[config.mk]
export PLATFORM = sky130hd
export DESIGN_NAME = sequence_reorder_window_flat
export DESIGN_NICKNAME = d
export VERILOG_FILES = /design/src/rtl/srw_pkg.sv /design/src/rtl/srw_ifs.sv /design/src/rtl/sequence_reorder_window.sv /design/src/rtl/srw_ctrl.sv /design/src/rtl/srw_dp.sv /design/src/flat_wrapper.sv
export SDC_FILE = /design/constraint.sdc
export NUM_CORES = 2
export LEC_CHECK = 0
export BUFFER_PORTS_ARGS = -buffer_cell sky130_fd_sc_hd__buf_4
export CORE_UTILIZATION = 44
export CTS_BUF_LIST = sky130_fd_sc_hd__clkbuf_16
export DETAILED_ROUTE_END_ITERATION = 16
export PLACE_DENSITY_LB_ADDON = 0.1
export SYNTH_ARGS = -nofsm -noshare
export SYNTH_HDL_FRONTEND = slang
export SYNTH_SLANG_ARGS = --single-unit
[constraint.sdc]
create_clock -name clk -period 11.1 [get_ports clk]
set_clock_uncertainty 0.2 [all_clocks]
set_input_delay 2.22 -clock clk [delete_from_list [all_inputs] [get_ports clk]]
set_output_delay 2.22 -clock clk [all_outputs]
set_load 0.01 [all_outputs]
[src/rtl/srw_pkg.sv]
// Package with the shared constants, codes and control types of the reorder window.
`default_nettype none
package srw_pkg;

  localparam int WINDOW     = 32;
  localparam int SLOT_W     = $clog2(WINDOW);
  localparam int SEQ_W      = 32;
  localparam int HND_W      = 16;
  localparam int LEN_W      = 16;
  localparam int TICK_W     = 16;
  localparam int MODE_W     = 2;
  localparam int CFG_IDX_W  = 1;
  localparam int CFG_DATA_W = 16;
  localparam int ENTRY_W    = HND_W + LEN_W + 1;

  typedef enum logic [MODE_W-1:0] {
    MODE_PKT   = 2'd0,
    MODE_TICK  = 2'd1,
    MODE_FLUSH = 2'd2,
    MODE_NONE  = 2'd3
  } mode_t;

  localparam logic [CFG_IDX_W-1:0] CFG_TIMEOUT = 1'b0;
  localparam logic [CFG_IDX_W-1:0] CFG_ZFILL   = 1'b1;

  localparam logic [TICK_W-1:0] TIMEOUT_RST = 16'd100;
  localparam logic              ZFILL_RST   = 1'b1;
  localparam logic [TICK_W-1:0] TICK_MAX    = '1;

  typedef struct packed {
    logic cap;
    logic pkt_emit;
    logic pkt_store;
    logic tick;
    logic rd;
    logic load;
    logic flush;
  } srw_cmd_t;

  typedef struct packed {
    mode_t mode;
    logic  started;
    logic  pkt_hit;
    logic  tick_fire;
    logic  occ_head;
    logic  occ_any;
    logic  out_free;
  } srw_sts_t;

endpackage
`default_nettype wire

[src/rtl/srw_ifs.sv]
// Channel interfaces for the input, result and configuration words.
`default_nettype none
interface srw_in_if
  import srw_pkg::*;
  ();
  logic               valid;
  logic               ready;
  logic [MODE_W-1:0]  mode;
  logic [SEQ_W-1:0]   seq_in;
  logic [HND_W-1:0]   handle_in;
  logic [LEN_W-1:0]   length_in;
  logic               incomplete_in;

  modport source (output valid, mode, seq_in, handle_in, length_in, incomplete_in,
                  input ready);
  modport sink (input valid, mode, seq_in, handle_in, length_in, incomplete_in,
                output ready);
endinterface

interface srw_out_if
  import srw_pkg::*;
  ();
  logic              valid;
  logic              ready;
  logic [SEQ_W-1:0]  seq_out;
  logic [HND_W-1:0]  handle_out;
  logic [LEN_W-1:0]  length_out;
  logic              incomplete_out;
  logic              zero_filled;
  logic              last;

  modport source (output valid, seq_out, handle_out, length_out, incomplete_out,
                  zero_filled, last, input ready);
  modport sink (input valid, seq_out, handle_out, length_out, incomplete_out,
                zero_filled, last, output ready);
endinterface

interface srw_cfg_if
  import srw_pkg::*;
  ();
  logic                  valid;
  logic                  ready;
  logic [CFG_IDX_W-1:0]  index;
  logic [CFG_DATA_W-1:0] data;

  modport source (output valid, index, data, input ready);
  modport sink (input valid, index, data, output ready);
endinterface
`default_nettype wire

[src/rtl/sequence_reorder_window.sv]
// Top level of the sequence reorder window for packet descriptor words.
//
//   Channel  Direction  Handshake        Word
//   in_ch    sink       valid / ready    mode, seq_in, handle_in, length_in, incomplete_in
//   out_ch   source     valid / ready    seq_out, handle_out, length_out, incomplete_out,
//                                        zero_filled, last
//   cfg_ch   sink       valid / ready    index, data (0 timeout_ticks, 1 zero_fill_enable)
//
// A buffered, dropped or ignored word and a tick that does not time out return to idle
// after the decide step. A released packet or timeout goes on to the check step, and each
// drained or flushed slot passes through check, slot memory read and result load.
// Reset is synchronous and active low; the slot memory is not cleared.
// A stalled result register holds the sequencer, but a new word is taken while a
// finished result still waits. cfg_ch is always ready.
`default_nettype none
module sequence_reorder_window
  import srw_pkg::*;
(
  input wire logic clk,
  input wire logic rst_n,
  srw_in_if.sink   in_ch,
  srw_out_if.source out_ch,
  srw_cfg_if.sink  cfg_ch
);

  srw_cmd_t cmd;
  srw_sts_t sts;
  logic     in_ready;

  assign in_ch.ready  = in_ready;
  assign cfg_ch.ready = 1'b1;

  srw_ctrl u_ctrl (
    .clk      (clk),
    .rst_n    (rst_n),
    .in_valid (in_ch.valid),
    .in_ready (in_ready),
    .sts      (sts),
    .cmd      (cmd)
  );

  srw_dp u_dp (
    .clk            (clk),
    .rst_n          (rst_n),
    .cmd            (cmd),
    .sts            (sts),
    .mode           (in_ch.mode),
    .seq_in         (in_ch.seq_in),
    .handle_in      (in_ch.handle_in),
    .length_in      (in_ch.length_in),
    .incomplete_in  (in_ch.incomplete_in),
    .cfg_valid      (cfg_ch.valid),
    .cfg_index      (cfg_ch.index),
    .cfg_data       (cfg_ch.data),
    .out_valid      (out_ch.valid),
    .out_ready      (out_ch.ready),
    .seq_out        (out_ch.seq_out),
    .handle_out     (out_ch.handle_out),
    .length_out     (out_ch.length_out),
    .incomplete_out (out_ch.incomplete_out),
    .zero_filled    (out_ch.zero_filled),
    .last           (out_ch.last)
  );

endmodule
`default_nettype wire

[src/rtl/srw_ctrl.sv]
// Controller state machine that sequences decide, drain and flush steps.
`default_nettype none
module srw_ctrl
  import srw_pkg::*;
(
  input  wire logic     clk,
  input  wire logic     rst_n,
  input  wire logic     in_valid,
  output logic          in_ready,
  input  wire srw_sts_t sts,
  output srw_cmd_t      cmd
);

  typedef enum logic [2:0] {
    S_IDLE,
    S_DECIDE,
    S_CHECK,
    S_READ,
    S_LOAD
  } state_t;

  state_t state_r, state_nxt;
  logic   flush_r, flush_nxt;

  assign in_ready = (state_r == S_IDLE);

  always_comb begin
    cmd       = '0;
    cmd.flush = flush_r;
    state_nxt = state_r;
    flush_nxt = flush_r;
    unique case (state_r)
      S_IDLE: begin
        if (in_valid) begin
          cmd.cap   = 1'b1;
          state_nxt = S_DECIDE;
        end
      end
      S_DECIDE: begin
        if (sts.out_free) begin
          unique case (sts.mode)
            MODE_PKT: begin
              if (sts.pkt_hit) begin
                cmd.pkt_emit = 1'b1;
                flush_nxt    = 1'b0;
                state_nxt    = S_CHECK;
              end else begin
                cmd.pkt_store = 1'b1;
                state_nxt     = S_IDLE;
              end
            end
            MODE_TICK: begin
              if (sts.started) begin
                cmd.tick  = 1'b1;
                flush_nxt = 1'b0;
                state_nxt = sts.tick_fire ? S_CHECK : S_IDLE;
              end else begin
                state_nxt = S_IDLE;
              end
            end
            MODE_FLUSH: begin
              flush_nxt = 1'b1;
              state_nxt = S_CHECK;
            end
            default: state_nxt = S_IDLE;
          endcase
        end
      end
      S_CHECK: begin
        if (flush_r ? sts.occ_any : sts.occ_head) begin
          state_nxt = S_READ;
        end else begin
          state_nxt = S_IDLE;
        end
      end
      S_READ: begin
        cmd.rd    = 1'b1;
        state_nxt = S_LOAD;
      end
      S_LOAD: begin
        if (sts.out_free) begin
          cmd.load  = 1'b1;
          state_nxt = S_CHECK;
        end
      end
      default: state_nxt = S_IDLE;
    endcase
  end

  always_ff @(posedge clk) begin
    if (!rst_n) begin
      state_r <= S_IDLE;
      flush_r <= 1'b0;
    end else begin
      state_r <= state_nxt;
      flush_r <= flush_nxt;
    end
  end

endmodule
`default_nettype wire

[src/rtl/srw_dp.sv]
// Datapath with window state, slot memory, configuration and result register.
`default_nettype none
module srw_dp
  import srw_pkg::*;
(
  input  wire logic                  clk,
  input  wire logic                  rst_n,
  input  wire srw_cmd_t              cmd,
  output srw_sts_t                   sts,
  input  wire logic [MODE_W-1:0]     mode,
  input  wire logic [SEQ_W-1:0]      seq_in,
  input  wire logic [HND_W-1:0]      handle_in,
  input  wire logic [LEN_W-1:0]      length_in,
  input  wire logic                  incomplete_in,
  input  wire logic                  cfg_valid,
  input  wire logic [CFG_IDX_W-1:0]  cfg_index,
  input  wire logic [CFG_DATA_W-1:0] cfg_data,
  output logic                       out_valid,
  input  wire logic                  out_ready,
  output logic [SEQ_W-1:0]           seq_out,
  output logic [HND_W-1:0]           handle_out,
  output logic [LEN_W-1:0]           length_out,
  output logic                       incomplete_out,
  output logic                       zero_filled,
  output logic                       last
);

  logic [TICK_W-1:0]  timeout_r;
  logic               zfill_r;
  mode_t              mode_r;
  logic [SEQ_W-1:0]   seq_r;
  logic [HND_W-1:0]   hnd_r;
  logic [LEN_W-1:0]   len_r;
  logic               inc_r;

  logic               started_r, started_nxt;
  logic [SEQ_W-1:0]   exp_r, exp_nxt;
  logic [SLOT_W-1:0]  head_r, head_nxt;
  logic [WINDOW-1:0]  occ_r, occ_nxt;
  logic [TICK_W-1:0]  idle_r, idle_nxt;
  logic               out_valid_r, out_valid_nxt;

  logic [ENTRY_W-1:0] slot_mem [WINDOW];
  logic [ENTRY_W-1:0] rd_data_r;
  logic [SLOT_W-1:0]  sel_idx_r;
  logic [SLOT_W-1:0]  sel_dist_r;

  logic [SEQ_W-1:0]   seq_out_r, seq_out_nxt;
  logic [HND_W-1:0]   hnd_out_r, hnd_out_nxt;
  logic [LEN_W-1:0]   len_out_r, len_out_nxt;
  logic               inc_out_r, inc_out_nxt;
  logic               zf_out_r, zf_out_nxt;
  logic               last_out_r, last_out_nxt;
  logic               out_ld;

  logic [SEQ_W-1:0]    exp_eff;
  logic [SEQ_W-1:0]    delta;
  logic [SLOT_W-1:0]   pkt_idx;
  logic                pkt_hit;
  logic                store_ok;
  logic [SLOT_W-1:0]   head_p1;
  logic [SLOT_W-1:0]   sel_p1;
  logic [TICK_W-1:0]   idle_inc;
  logic                tick_fire;
  logic [2*WINDOW-1:0] occ_dbl;
  logic [WINDOW-1:0]   occ_rot;
  logic [WINDOW-1:0]   occ_low;
  logic [SLOT_W-1:0]   ff_dist;
  logic [SLOT_W-1:0]   rd_idx;
  logic [WINDOW-1:0]   occ_clr;
  logic                out_free;

  assign exp_eff   = started_r ? exp_r : seq_r;
  assign delta     = seq_r - exp_eff;
  assign pkt_idx   = head_r + delta[SLOT_W-1:0];
  assign pkt_hit   = (delta == '0);
  assign store_ok  = (delta[SEQ_W-1:SLOT_W] == '0) && !pkt_hit && !occ_r[pkt_idx];
  assign head_p1   = head_r + 1'b1;
  assign sel_p1    = sel_idx_r + 1'b1;
  assign idle_inc  = (idle_r == TICK_MAX) ? idle_r : idle_r + 1'b1;
  assign tick_fire = (idle_inc >= timeout_r);
  assign occ_dbl   = {occ_r, occ_r} >> head_r;
  assign occ_rot   = occ_dbl[WINDOW-1:0];
  assign occ_low   = occ_rot & (~occ_rot + 1'b1);
  assign rd_idx    = cmd.flush ? head_r + ff_dist : head_r;
  assign occ_clr   = occ_r & ~(WINDOW'(1) << sel_idx_r);
  assign out_free  = !out_valid_r || out_ready;

  always_comb begin
    ff_dist = '0;
    for (int i = 0; i < WINDOW; i++) begin
      if (occ_low[i]) begin
        ff_dist = ff_dist | SLOT_W'(i);
      end
    end
  end

  always_comb begin
    sts.mode      = mode_r;
    sts.started   = started_r;
    sts.pkt_hit   = pkt_hit;
    sts.tick_fire = tick_fire;
    sts.occ_head  = occ_r[head_r];
    sts.occ_any   = (occ_r != '0);
    sts.out_free  = out_free;
  end

  always_comb begin
    started_nxt   = started_r;
    exp_nxt       = exp_r;
    head_nxt      = head_r;
    occ_nxt       = occ_r;
    idle_nxt      = idle_r;
    out_valid_nxt = out_valid_r && !out_ready;
    out_ld        = 1'b0;
    seq_out_nxt   = exp_r;
    hnd_out_nxt   = '0;
    len_out_nxt   = '0;
    inc_out_nxt   = 1'b1;
    zf_out_nxt    = 1'b1;
    last_out_nxt  = !occ_r[head_p1];

    if (cmd.pkt_emit) begin
      started_nxt = 1'b1;
      exp_nxt     = seq_r + 1'b1;
      head_nxt    = head_p1;
      idle_nxt    = '0;
      out_ld      = 1'b1;
      seq_out_nxt = seq_r;
      hnd_out_nxt = hnd_r;
      len_out_nxt = len_r;
      inc_out_nxt = inc_r;
      zf_out_nxt  = 1'b0;
    end

    if (cmd.pkt_store && store_ok) begin
      occ_nxt = occ_r | (WINDOW'(1) << pkt_idx);
    end

    if (cmd.tick) begin
      if (tick_fire) begin
        exp_nxt  = exp_r + 1'b1;
        head_nxt = head_p1;
        idle_nxt = '0;
        out_ld   = zfill_r;
      end else begin
        idle_nxt = idle_inc;
      end
    end

    if (cmd.load) begin
      occ_nxt     = occ_clr;
      out_ld      = 1'b1;
      hnd_out_nxt = rd_data_r[HND_W-1:0];
      len_out_nxt = rd_data_r[HND_W +: LEN_W];
      inc_out_nxt = rd_data_r[ENTRY_W-1];
      zf_out_nxt  = 1'b0;
      if (cmd.flush) begin
        seq_out_nxt  = exp_r + SEQ_W'(sel_dist_r);
        last_out_nxt = (occ_clr == '0);
      end else begin
        seq_out_nxt  = exp_r;
        last_out_nxt = !occ_r[sel_p1];
        exp_nxt      = exp_r + 1'b1;
        head_nxt     = head_p1;
        idle_nxt     = '0;
      end
    end

    if (out_ld) begin
      out_valid_nxt = 1'b1;
    end
  end

  always_ff @(posedge clk) begin
    if (!rst_n) begin
      timeout_r   <= TIMEOUT_RST;
      zfill_r     <= ZFILL_RST;
      started_r   <= 1'b0;
      exp_r       <= '0;
      head_r      <= '0;
      occ_r       <= '0;
      idle_r      <= '0;
      out_valid_r <= 1'b0;
    end else begin
      if (cfg_valid) begin
        unique case (cfg_index)
          CFG_TIMEOUT: timeout_r <= cfg_data[TICK_W-1:0];
          CFG_ZFILL:   zfill_r   <= cfg_data[0];
          default:     ;
        endcase
      end
      started_r   <= started_nxt;
      exp_r       <= exp_nxt;
      head_r      <= head_nxt;
      occ_r       <= occ_nxt;
      idle_r      <= idle_nxt;
      out_valid_r <= out_valid_nxt;
    end
  end

  always_ff @(posedge clk) begin
    if (cmd.cap) begin
      mode_r <= mode_t'(mode);
      seq_r  <= seq_in;
      hnd_r  <= handle_in;
      len_r  <= length_in;
      inc_r  <= incomplete_in;
    end
    if (cmd.rd) begin
      sel_idx_r  <= rd_idx;
      sel_dist_r <= cmd.flush ? ff_dist : '0;
    end
    if (out_ld) begin
      seq_out_r  <= seq_out_nxt;
      hnd_out_r  <= hnd_out_nxt;
      len_out_r  <= len_out_nxt;
      inc_out_r  <= inc_out_nxt;
      zf_out_r   <= zf_out_nxt;
      last_out_r <= last_out_nxt;
    end
  end

  always_ff @(posedge clk) begin
    if (cmd.pkt_store && store_ok) begin
      slot_mem[pkt_idx] <= {inc_r, len_r, hnd_r};
    end
    if (cmd.rd) begin
      rd_data_r <= slot_mem[rd_idx];
    end
  end

  assign out_valid      = out_valid_r;
  assign seq_out        = seq_out_r;
  assign handle_out     = hnd_out_r;
  assign length_out     = len_out_r;
  assign incomplete_out = inc_out_r;
  assign zero_filled    = zf_out_r;
  assign last           = last_out_r;

endmodule
`default_nettype wire
[src/flat_wrapper.sv]
// flat-port wrapper written by rule: the top's interface ports become plain ports
module sequence_reorder_window_flat import srw_pkg::*;
  (clk, rst_n, in_ch_valid, in_ch_mode, in_ch_seq_in, in_ch_handle_in, in_ch_length_in, in_ch_incomplete_in, in_ch_ready, out_ch_valid, out_ch_seq_out, out_ch_handle_out, out_ch_length_out, out_ch_incomplete_out, out_ch_zero_filled, out_ch_last, out_ch_ready, cfg_ch_valid, cfg_ch_index, cfg_ch_data, cfg_ch_ready);
  srw_in_if in_ch_i ();
  srw_out_if out_ch_i ();
  srw_cfg_if cfg_ch_i ();
  input wire logic clk;
  input wire logic rst_n;
  input wire logic [$bits(in_ch_i.valid)-1:0] in_ch_valid;
  input wire logic [$bits(in_ch_i.mode)-1:0] in_ch_mode;
  input wire logic [$bits(in_ch_i.seq_in)-1:0] in_ch_seq_in;
  input wire logic [$bits(in_ch_i.handle_in)-1:0] in_ch_handle_in;
  input wire logic [$bits(in_ch_i.length_in)-1:0] in_ch_length_in;
  input wire logic [$bits(in_ch_i.incomplete_in)-1:0] in_ch_incomplete_in;
  output wire logic [$bits(in_ch_i.ready)-1:0] in_ch_ready;
  output wire logic [$bits(out_ch_i.valid)-1:0] out_ch_valid;
  output wire logic [$bits(out_ch_i.seq_out)-1:0] out_ch_seq_out;
  output wire logic [$bits(out_ch_i.handle_out)-1:0] out_ch_handle_out;
  output wire logic [$bits(out_ch_i.length_out)-1:0] out_ch_length_out;
  output wire logic [$bits(out_ch_i.incomplete_out)-1:0] out_ch_incomplete_out;
  output wire logic [$bits(out_ch_i.zero_filled)-1:0] out_ch_zero_filled;
  output wire logic [$bits(out_ch_i.last)-1:0] out_ch_last;
  input wire logic [$bits(out_ch_i.ready)-1:0] out_ch_ready;
  input wire logic [$bits(cfg_ch_i.valid)-1:0] cfg_ch_valid;
  input wire logic [$bits(cfg_ch_i.index)-1:0] cfg_ch_index;
  input wire logic [$bits(cfg_ch_i.data)-1:0] cfg_ch_data;
  output wire logic [$bits(cfg_ch_i.ready)-1:0] cfg_ch_ready;
  assign in_ch_i.valid = in_ch_valid;
  assign in_ch_i.mode = in_ch_mode;
  assign in_ch_i.seq_in = in_ch_seq_in;
  assign in_ch_i.handle_in = in_ch_handle_in;
  assign in_ch_i.length_in = in_ch_length_in;
  assign in_ch_i.incomplete_in = in_ch_incomplete_in;
  assign in_ch_ready = in_ch_i.ready;
  assign out_ch_valid = out_ch_i.valid;
  assign out_ch_seq_out = out_ch_i.seq_out;
  assign out_ch_handle_out = out_ch_i.handle_out;
  assign out_ch_length_out = out_ch_i.length_out;
  assign out_ch_incomplete_out = out_ch_i.incomplete_out;
  assign out_ch_zero_filled = out_ch_i.zero_filled;
  assign out_ch_last = out_ch_i.last;
  assign out_ch_i.ready = out_ch_ready;
  assign cfg_ch_i.valid = cfg_ch_valid;
  assign cfg_ch_i.index = cfg_ch_index;
  assign cfg_ch_i.data = cfg_ch_data;
  assign cfg_ch_ready = cfg_ch_i.ready;
  sequence_reorder_window u_core (.clk(clk), .rst_n(rst_n), .in_ch(in_ch_i), .out_ch(out_ch_i), .cfg_ch(cfg_ch_i));
endmodule
Word-level counts from Yosys, hierarchy flattened:

Memory sizes are Yosys's and may differ from the RTL's. A register that Yosys moved wholly into a read port is not among the register bits.
Index checks and enable logic that the tools add are counted.

* flip-flop bits (word level): 252
* RAM bits: 1056
* input bits: 89
* output and inout bits: 70
* memories kept: 1

* add/sub/neg operators: 10
* magnitude comparators: 5
* equal/unequal tests: 16
* shift operators: 3
* mux-type cells: 160
* bitwise logic cells: 5
* reductions and logical operators: 22

Memories
* u_core.u_dp.slot_mem: words 32, width 33, rd ports 1, clocked after Yosys merged registers in 1, wr ports 1, RTL line srw_dp.sv:43 `logic [ENTRY_W-1:0] slot_mem [WINDOW];`

Operator list (count)
* $mux W32: 14
* $mux W16: 17
* $mux W5: 24
* $add A32 B1 Y32 const B: 3
* $mux W3: 22
* $and A32 B32 Y32: 2
* $logic_not A32 Y1: 2
* $not A32 Y32: 2
* $shl A1 B5 Y32 const A: 2
* $shr A64 B5 Y32: 1
* $mux W1: 59
* $add A32 B5 Y32: 1
* $mux W4: 8
* $or A32 B32 Y32: 1
* $reduce_bool A32 Y1: 1
* $sub A32 B32 Y32: 1
* $logic_not A27 Y1: 1
* $lt A5 B6 Y1 const B: 4
* $bmux W1 S5: 4
* $mux W2: 9
* $add A16 B1 Y16 const B: 1
* $eq A16 B16 Y1 const B: 1
* $ge A16 B16 Y1: 1
* $pmux W3 S5: 1
* 22 further kinds: 39

Logic depth before layout (Yosys ltp):

* depth in word-level cells: 37
* gate-level depth with buffers: 29

Cells and area by module:

Synthesis repeated with hierarchy kept, for this count alone.

* cells, all modules: 4246
* area total of the unflattened synthesis: 62538.7 µm²

Modules (own cells, without submodules)
* srw_dp: instances 1, cells each 4203, area an instance 62197.2 µm², sequential area each 39107.5 µm²
* srw_ctrl: instances 1, cells each 41, area an instance 330.3 µm², sequential area each 80.1 µm²
* sequence_reorder_window: instances 1, cells each 2, area an instance 11.3 µm², sequential area each 0.0 µm²

Least setup slack after synthesis:

Ideal clock, no wire load.

* kind: reg2reg
* from: register u_core.u_dp.started_r
* to: memory u_core.u_dp.slot_mem[0][0] in the netlist's numbering (enable)
* library setup time: 506 ps
* data arrival time: 7688 ps
* required time: 10394 ps
* setup slack: 2706 ps
* cell stages (with the launch flop): 18
* buffers on the path: 4
* cell sequence: dfxtp_1 clkbuf_1 clkbuf_1 mux2i_1 ha_1 buf_2 a21o_1 o21bai_1 a221o_1 a221oi_2 a211oi_1 or3_1 and2_1 a2111o_1 nor4_1 nand4_1 clkbuf_1 nor4_1

* word-level cells in the longest chain between the ends: 16
* elaborated cells on any way between the ends: 24
* classes of those cells: add/sub (2); mux (15); reduce/logical (7)

Ends and longest elaborated chain
* start: declaration: RTL line srw_dp.sv:36 `logic started_r, started_nxt;`
* start signal: assignment: RTL line srw_dp.sv:193 `started_r <= started_nxt;`
* $mux W32 (*): RTL line srw_dp.sv:73 `assign exp_eff = started_r ? exp_r : seq_r;`
* $sub A32 B32 Y32 (*): RTL line srw_dp.sv:74 `assign delta = seq_r - exp_eff;`
* $logic_not A32 Y1: RTL line srw_dp.sv:76 `assign pkt_hit = (delta == '0);`
* $mux W1: RTL line srw_ctrl.sv:43 `if (sts.pkt_hit) begin`
* $mux W1: RTL line srw_ctrl.sv:41 `unique case (sts.mode)`
* $mux W1: RTL line srw_ctrl.sv:40 `if (sts.out_free) begin`
* $mux W1: RTL line srw_ctrl.sv:32 `unique case (state_r)`
* $mux W2: RTL line srw_ctrl.sv:41
* $mux W2: RTL line srw_ctrl.sv:40
* $mux W2: RTL line srw_ctrl.sv:32
* $mux W3: RTL line srw_ctrl.sv:40
* $mux W3 (2 in series): RTL line srw_ctrl.sv:32
* $logic_and A1 B1 Y1: RTL line srw_dp.sv:225 `if (cmd.pkt_store && store_ok) begin`
* $mux W1: RTL line srw_dp.sv:225
* $mux W1 (not written as such): RTL line srw_dp.sv:226 `slot_mem[pkt_idx] <= {inc_r, len_r, hnd_r};`
* end: declaration: RTL line srw_dp.sv:43

Every way passes the cells marked *; elsewhere a longest branch is shown, timed or not. The select of a mux whose other input is x is not followed.

Worst setup path in the final report:

* from: register u_core.u_dp.head_r[0]
* to: register u_core.u_dp.rd_data_r[7], read port of u_core.u_dp.slot_mem (data pin)

* word-level cells in the longest chain between the ends: 37

Ends and longest elaborated chain
* start: declaration: RTL line srw_dp.sv:38 `logic [SLOT_W-1:0] head_r, head_nxt;`
* start signal: assignment: RTL line srw_dp.sv:195 `head_r <= head_nxt;`
* $shr A64 B5 Y32 (*): RTL line srw_dp.sv:82 `assign occ_dbl = {occ_r, occ_r} >> head_r;`
* $not A32 Y32: RTL line srw_dp.sv:84 `assign occ_low = occ_rot & (~occ_rot + 1'b1);`
* $add A32 B1 Y32: RTL line srw_dp.sv:84
* $and A32 B32 Y32 (*): RTL line srw_dp.sv:84
* $mux W1: RTL line srw_dp.sv:92 `if (occ_low[i]) begin`
* $mux W2 (2 in series): RTL line srw_dp.sv:92
* $mux W3 (4 in series): RTL line srw_dp.sv:92
* $mux W4 (8 in series): RTL line srw_dp.sv:92
* $mux W5 (15 in series): RTL line srw_dp.sv:92
* $mux W5 (*): RTL line srw_dp.sv:92
* via u_core.u_dp.ff_dist[0]: RTL line srw_dp.sv:68 `logic [SLOT_W-1:0] ff_dist;`
* $add A5 B5 Y5 (*): RTL line srw_dp.sv:85 `assign rd_idx = cmd.flush ? head_r + ff_dist : head_r;`
* $mux W5 (*): RTL line srw_dp.sv:85
* end: declaration: RTL line srw_dp.sv:44 `logic [ENTRY_W-1:0] rd_data_r;`

The timed path passes the listed nets; every way through them passes the cells marked *.
A chain may end at the register's enable or synchronous reset.

==> results.txt <==
In the global route stage, met3 resource usage came out at 3.90%. The synthesized design contains 1233 enable-type register cells. Setup repair after global routing left no endpoint under its margin. The fraction of layout instances using a drive strength above 1 is 13.0%. The cell sitting at the root of the clock tree is a sky130_fd_sc_hd__clkbuf_16. Counting instances, the worst hold path has a depth of 2.

The worst setup path is launched from a register. The final hold slack was 254 ps. Kind of cell adding the most delay to the critical path: simple AND/OR/NAND/NOR gates.

The total congestion overflow is 0. Traced cell by cell, the critical path runs through buf_4, mux4_2, or3_1, a311oi_1, nor4_1, or4b_4, nor4_4, nand2_1, nor2_1, o311ai_0, nand3_1, ha_1, fa_1, nand2_1, a21boi_4, inv_8, buf_12, nand2_1, and3_1, a311oi_1, a311oi_1, a31oi_1, mux2_4. During synthesis, Yosys emitted a total of 0 warnings. Setup slack on the critical path of the routed design comes to 2820 ps. After technology mapping, the gate count stands at 5648. The floorplan core area is 0.146 mm2, and the number of buffer and inverter stages on the critical path is 3. For flop-to-flop paths, the worst setup slack is 2820 ps.

The ratio of routed vias to standard cells was 6.20. 159 I/O pins were placed. Of all nets on the critical path, the largest fanout is 149. The cell area after synthesis is 0.0647 mm2. The width of the chip came out at 386 um. The first global-routing pass estimated 314 mm of wire. Global routing consumed, on the met2 layer, 46.5% of the routing resources.

The number of gates resized after CTS was 0. The area taken by multi-input logic gates was 0.0236 mm2; the count of unresolved DRC violations after routing was 0. Upper clock frequency limit: 121 MHz. The tools report the startpoint of the worst register-to-register path as u_core.u_dp.head_r[0]. The number of cells on the worst reg-to-reg path is 23. The cell leakage power is 25.3 nW, and the number of synthesized register bits is 1341. Clock-pin slew was measured on the worst setup and hold paths at 60 ps.

Number of port buffers: 157. The type of the worst setup path was register to register. The transition time of the tightest slew-check pin came out at 1240 ps.

The floorplan has 140 rows. The count of final setup violators is 0. The tools report the maximum count of clock buffers along a single path as 3. The wire-length estimate of the detail-placed layout is 124 mm. The area share of the largest cell type after synthesis was 57.2%; the count of endpoints failing hold in the final timing report was 0.

For the clock latency at the later pin of the worst-skew pair, the log shows 800 ps. The top flip-flop cell by instance count after synthesis is sky130_fd_sc_hd__edfxtp_1. The number of different library cells used by synthesis comes to 106. The final antenna-violating net count was 0. The number of buffers created by CTS came out at 145.

The top cell type by total area after synthesis was sky130_fd_sc_hd__edfxtp_1. The worst-path cell with the longest stage delay was sky130_fd_sc_hd__dfxtp_4. For the worst setup path, the data arrival time is 8620 ps.

The detailed router placed 47598 vias in this run. For the CTS H-tree depth, the log shows 4. The beginning of the worst hold path is u_core.u_dp.timeout_r[13].

At the worst endpoint, the required time is 11440 ps. Before antenna repair, the detailed router went through 5 iterations. The floorplan step defined a die boundary enclosing 0.149 mm2.

The layer carrying the most global-route usage was met2. When the netlist entered floorplanning its net count stood at 5811. The global-route total usage across every layer was 28.9%; the max-slew violation count was 0.

The average detailed-routed wire length per instance is 28.5 um. In the synthesized netlist the async set-or-reset flop fraction comes to 0%. For the wire length reported by the detailed router, the log shows 219 mm.

The final weighted congestion of routability-driven global placement was 0.905. After clock tree synthesis, the flow added hold-fix buffers numbering 0. Power spread over the standard cell area amounts to 166 mW/mm2. Counting every sink on the clock net gives 1341.

The post-route minimum period works out to 8280 ps. The layout overhead on the synthesized area came out at 11.9%. The via count of the first global-routing pass was 44529. The number of antenna violations at the first check in global routing came out at 7. The delay of the slowest cell on the worst path was 570 ps. The vertical extent of the die is 386 um, and the average cell area after synthesis is 11.5 um2. IR analysis of the VDD net gives a maximum drop of 0.155 mV.

The path with the worst hold slack has its endpoint at u_core.u_dp.timeout_r[13]. After layout, the worst path uses 74.6% of the clock period. The run finished with clean final reports. The tools report the maximum number of pins on one net before global-route repair as 187.

Capturing element type of the critical path: a register. By area the synthesized netlist is led by sky130_fd_sc_hd__edfxtp_1, sky130_fd_sc_hd__nand2_1, sky130_fd_sc_hd__nand3_1. Starting density of the core: 44.4%. For met1 alone, demand over resource in global routing was 40.1%. The worst hold path belongs to the class register to register.

After routing, the total negative slack on setup checks comes to 0 ps. In this run the critical register-to-register path is captured at u_core.u_dp.rd_data_r[7]. TritonCTS built the clock tree. Max-cap violations in this run came to 0. The run gives 16.5% as the worst relative slew slack. Counting the fill cells in the layout gives 12889. In the final design database the tool counted 5811 nets. Once the clock tree was built, the setup fixing pass inserted 0 buffers. Sequential elements use 60.5% of the synthesized area. The sequential cells in the finished layout cover a total of 0.0392 mm2.

In this run, the number of DRC markers left after iteration 0 of detailed routing was 5186. Timing analysis after detailed placement gives a worst setup slack of 2930 ps.
## per-stage QoR
stage	util (%)	cell area, um2	cells	power, W
floorplan	-	64700	5648	0.00690
global placement	46.6	67900	7418	0.00744
detailed placement	46.6	67900	7418	0.00745
CTS	49.7	72400	7677	0.0121
global route	49.7	72400	7677	0.0124
finish	49.7	72400	7679	0.0120
## worst min-delay path, stage by stage (launching register included)
cell                      delay (ps)
sky130_fd_sc_hd__dfxtp_1         310
sky130_fd_sc_hd__nand2_1          50
sky130_fd_sc_hd__a21oi_1          50
## cell type report
cell class | count | share of cell area, %
Multi-Input combinational cell | 3778 | 32.6
Timing Repair Buffer | 282 | 3.11
Sequential cell | 1341 | 54.1
Clock buffer | 148 | 5.11
Antenna cell | 2 | 0.00691
Clock inverter | 111 | 1.16
Inverter | 100 | 0.541
Tap cell | 1917 | 3.31
## registers in the layout, indices dropped and copies added (netlist names), 2 cells and up
name,cells
u_core.u_dp.mode_r,2
u_core.u_dp.seq_out,32
u_core.u_ctrl.state_r,3
u_core.u_dp.hnd_r,16
u_core.u_dp.slot_mem,1056
u_core.u_dp.handle_out,16
u_core.u_dp.len_r,16
u_core.u_dp.idle_r,16
u_core.u_dp.head_r,5
u_core.u_dp.exp_r,32
u_core.u_dp.length_out,16
u_core.u_dp.sel_idx_r,5
u_core.u_dp.timeout_r,16
u_core.u_dp.occ_r,32
u_core.u_dp.seq_r,32
u_core.u_dp.rd_data_r,33
u_core.u_dp.sel_dist_r,5
## where the power goes
| group | switching [W] | total [W] | leakage [nW] | internal [W] |
|---|---|---|---|---|
| logic | 0.00106 | 0.00160 | 10.8 | 0.000544 |
| clock network | 0.00206 | 0.00466 | 2.35 | 0.00260 |
| registers | 0.000139 | 0.00576 | 12.1 | 0.00562 |
| total | 0.00326 | 0.0120 | 25.3 | 0.00876 |
## worst max-delay path by stage
| stage | start | to | slack (ps) | cells after the start |
|---|---|---|---|---|
| after global placement | u_core.u_dp.head_r[0] | u_core.u_dp.rd_data_r[4] | 2980 | 23 |
| after floorplan | u_core.u_dp.started_r | u_core.u_dp.slot_mem[0][0] | 2710 | 17 |
| after detailed placement | u_core.u_dp.head_r[0] | u_core.u_dp.rd_data_r[10] | 2930 | 23 |
| after global routing | u_core.u_dp.head_r[0] | u_core.u_dp.rd_data_r[10] | 2390 | 23 |
| final | u_core.u_dp.head_r[0] | u_core.u_dp.rd_data_r[7] | 2820 | 23 |
| after CTS | u_core.u_dp.head_r[0] | u_core.u_dp.rd_data_r[10] | 2920 | 23 |
## placed cells by master (no fill, tap or decap), types with 50 or more instances in the layout
cell / count
sky130_fd_sc_hd__nand2_1: 1283
sky130_fd_sc_hd__edfxtp_1: 1233
sky130_fd_sc_hd__nand3_1: 633
sky130_fd_sc_hd__buf_4: 271
sky130_fd_sc_hd__clkbuf_16: 148
sky130_fd_sc_hd__nor2_1: 138
sky130_fd_sc_hd__a311oi_1: 136
sky130_fd_sc_hd__inv_1: 128
sky130_fd_sc_hd__a21oi_1: 125
sky130_fd_sc_hd__dfxtp_1: 102
sky130_fd_sc_hd__and3_1: 96
sky130_fd_sc_hd__nor3_1: 94
sky130_fd_sc_hd__mux4_2: 89
sky130_fd_sc_hd__a31oi_1: 85
sky130_fd_sc_hd__o21ai_0: 82
sky130_fd_sc_hd__mux2i_1: 81
sky130_fd_sc_hd__ha_1: 70
sky130_fd_sc_hd__xnor2_1: 58
sky130_fd_sc_hd__a22o_1: 50
## synth_stat cells, drive strengths merged (27+ instances only)
master	number
clkbuf	356
a21oi	125
o211ai	29
a311oi	136
nand2b	28
o21ai	85
nand4	31
or2	28
edfxtp	1233
mux2i	82
a31oi	85
a21o	39
o22ai	30
and2	27
nor4	60
and3	97
buf	73
mux4	96
dfxtp	108
inv	98
nor3	94
ha	70
xnor2	58
nand3	635
mux2	71
a22o	50
nand2	1283
nor2	139
## cell families after synthesis
family / after synthesis / synth area share, %
flops: 1341 / 60.5
xor+xnor: 84 / 1.14
buf+inv: 529 / 3.38
compound gates: 838 / 9.56
simple gates: 2531 / 17.8
other cells: 1 / 0.00579
fa+ha+maj: 75 / 1.49
mux: 249 / 6.05
## routing by layer
metal | vias to the layer above | share of wire (%)
met5 | - | 0.019
met4 | 6 | 3.4
met3 | 367 | 6.9
met2 | 2066 | 47
met1 | 23975 | 42
li1 | 21184 | -
Power figures use the tool's default switching activity.
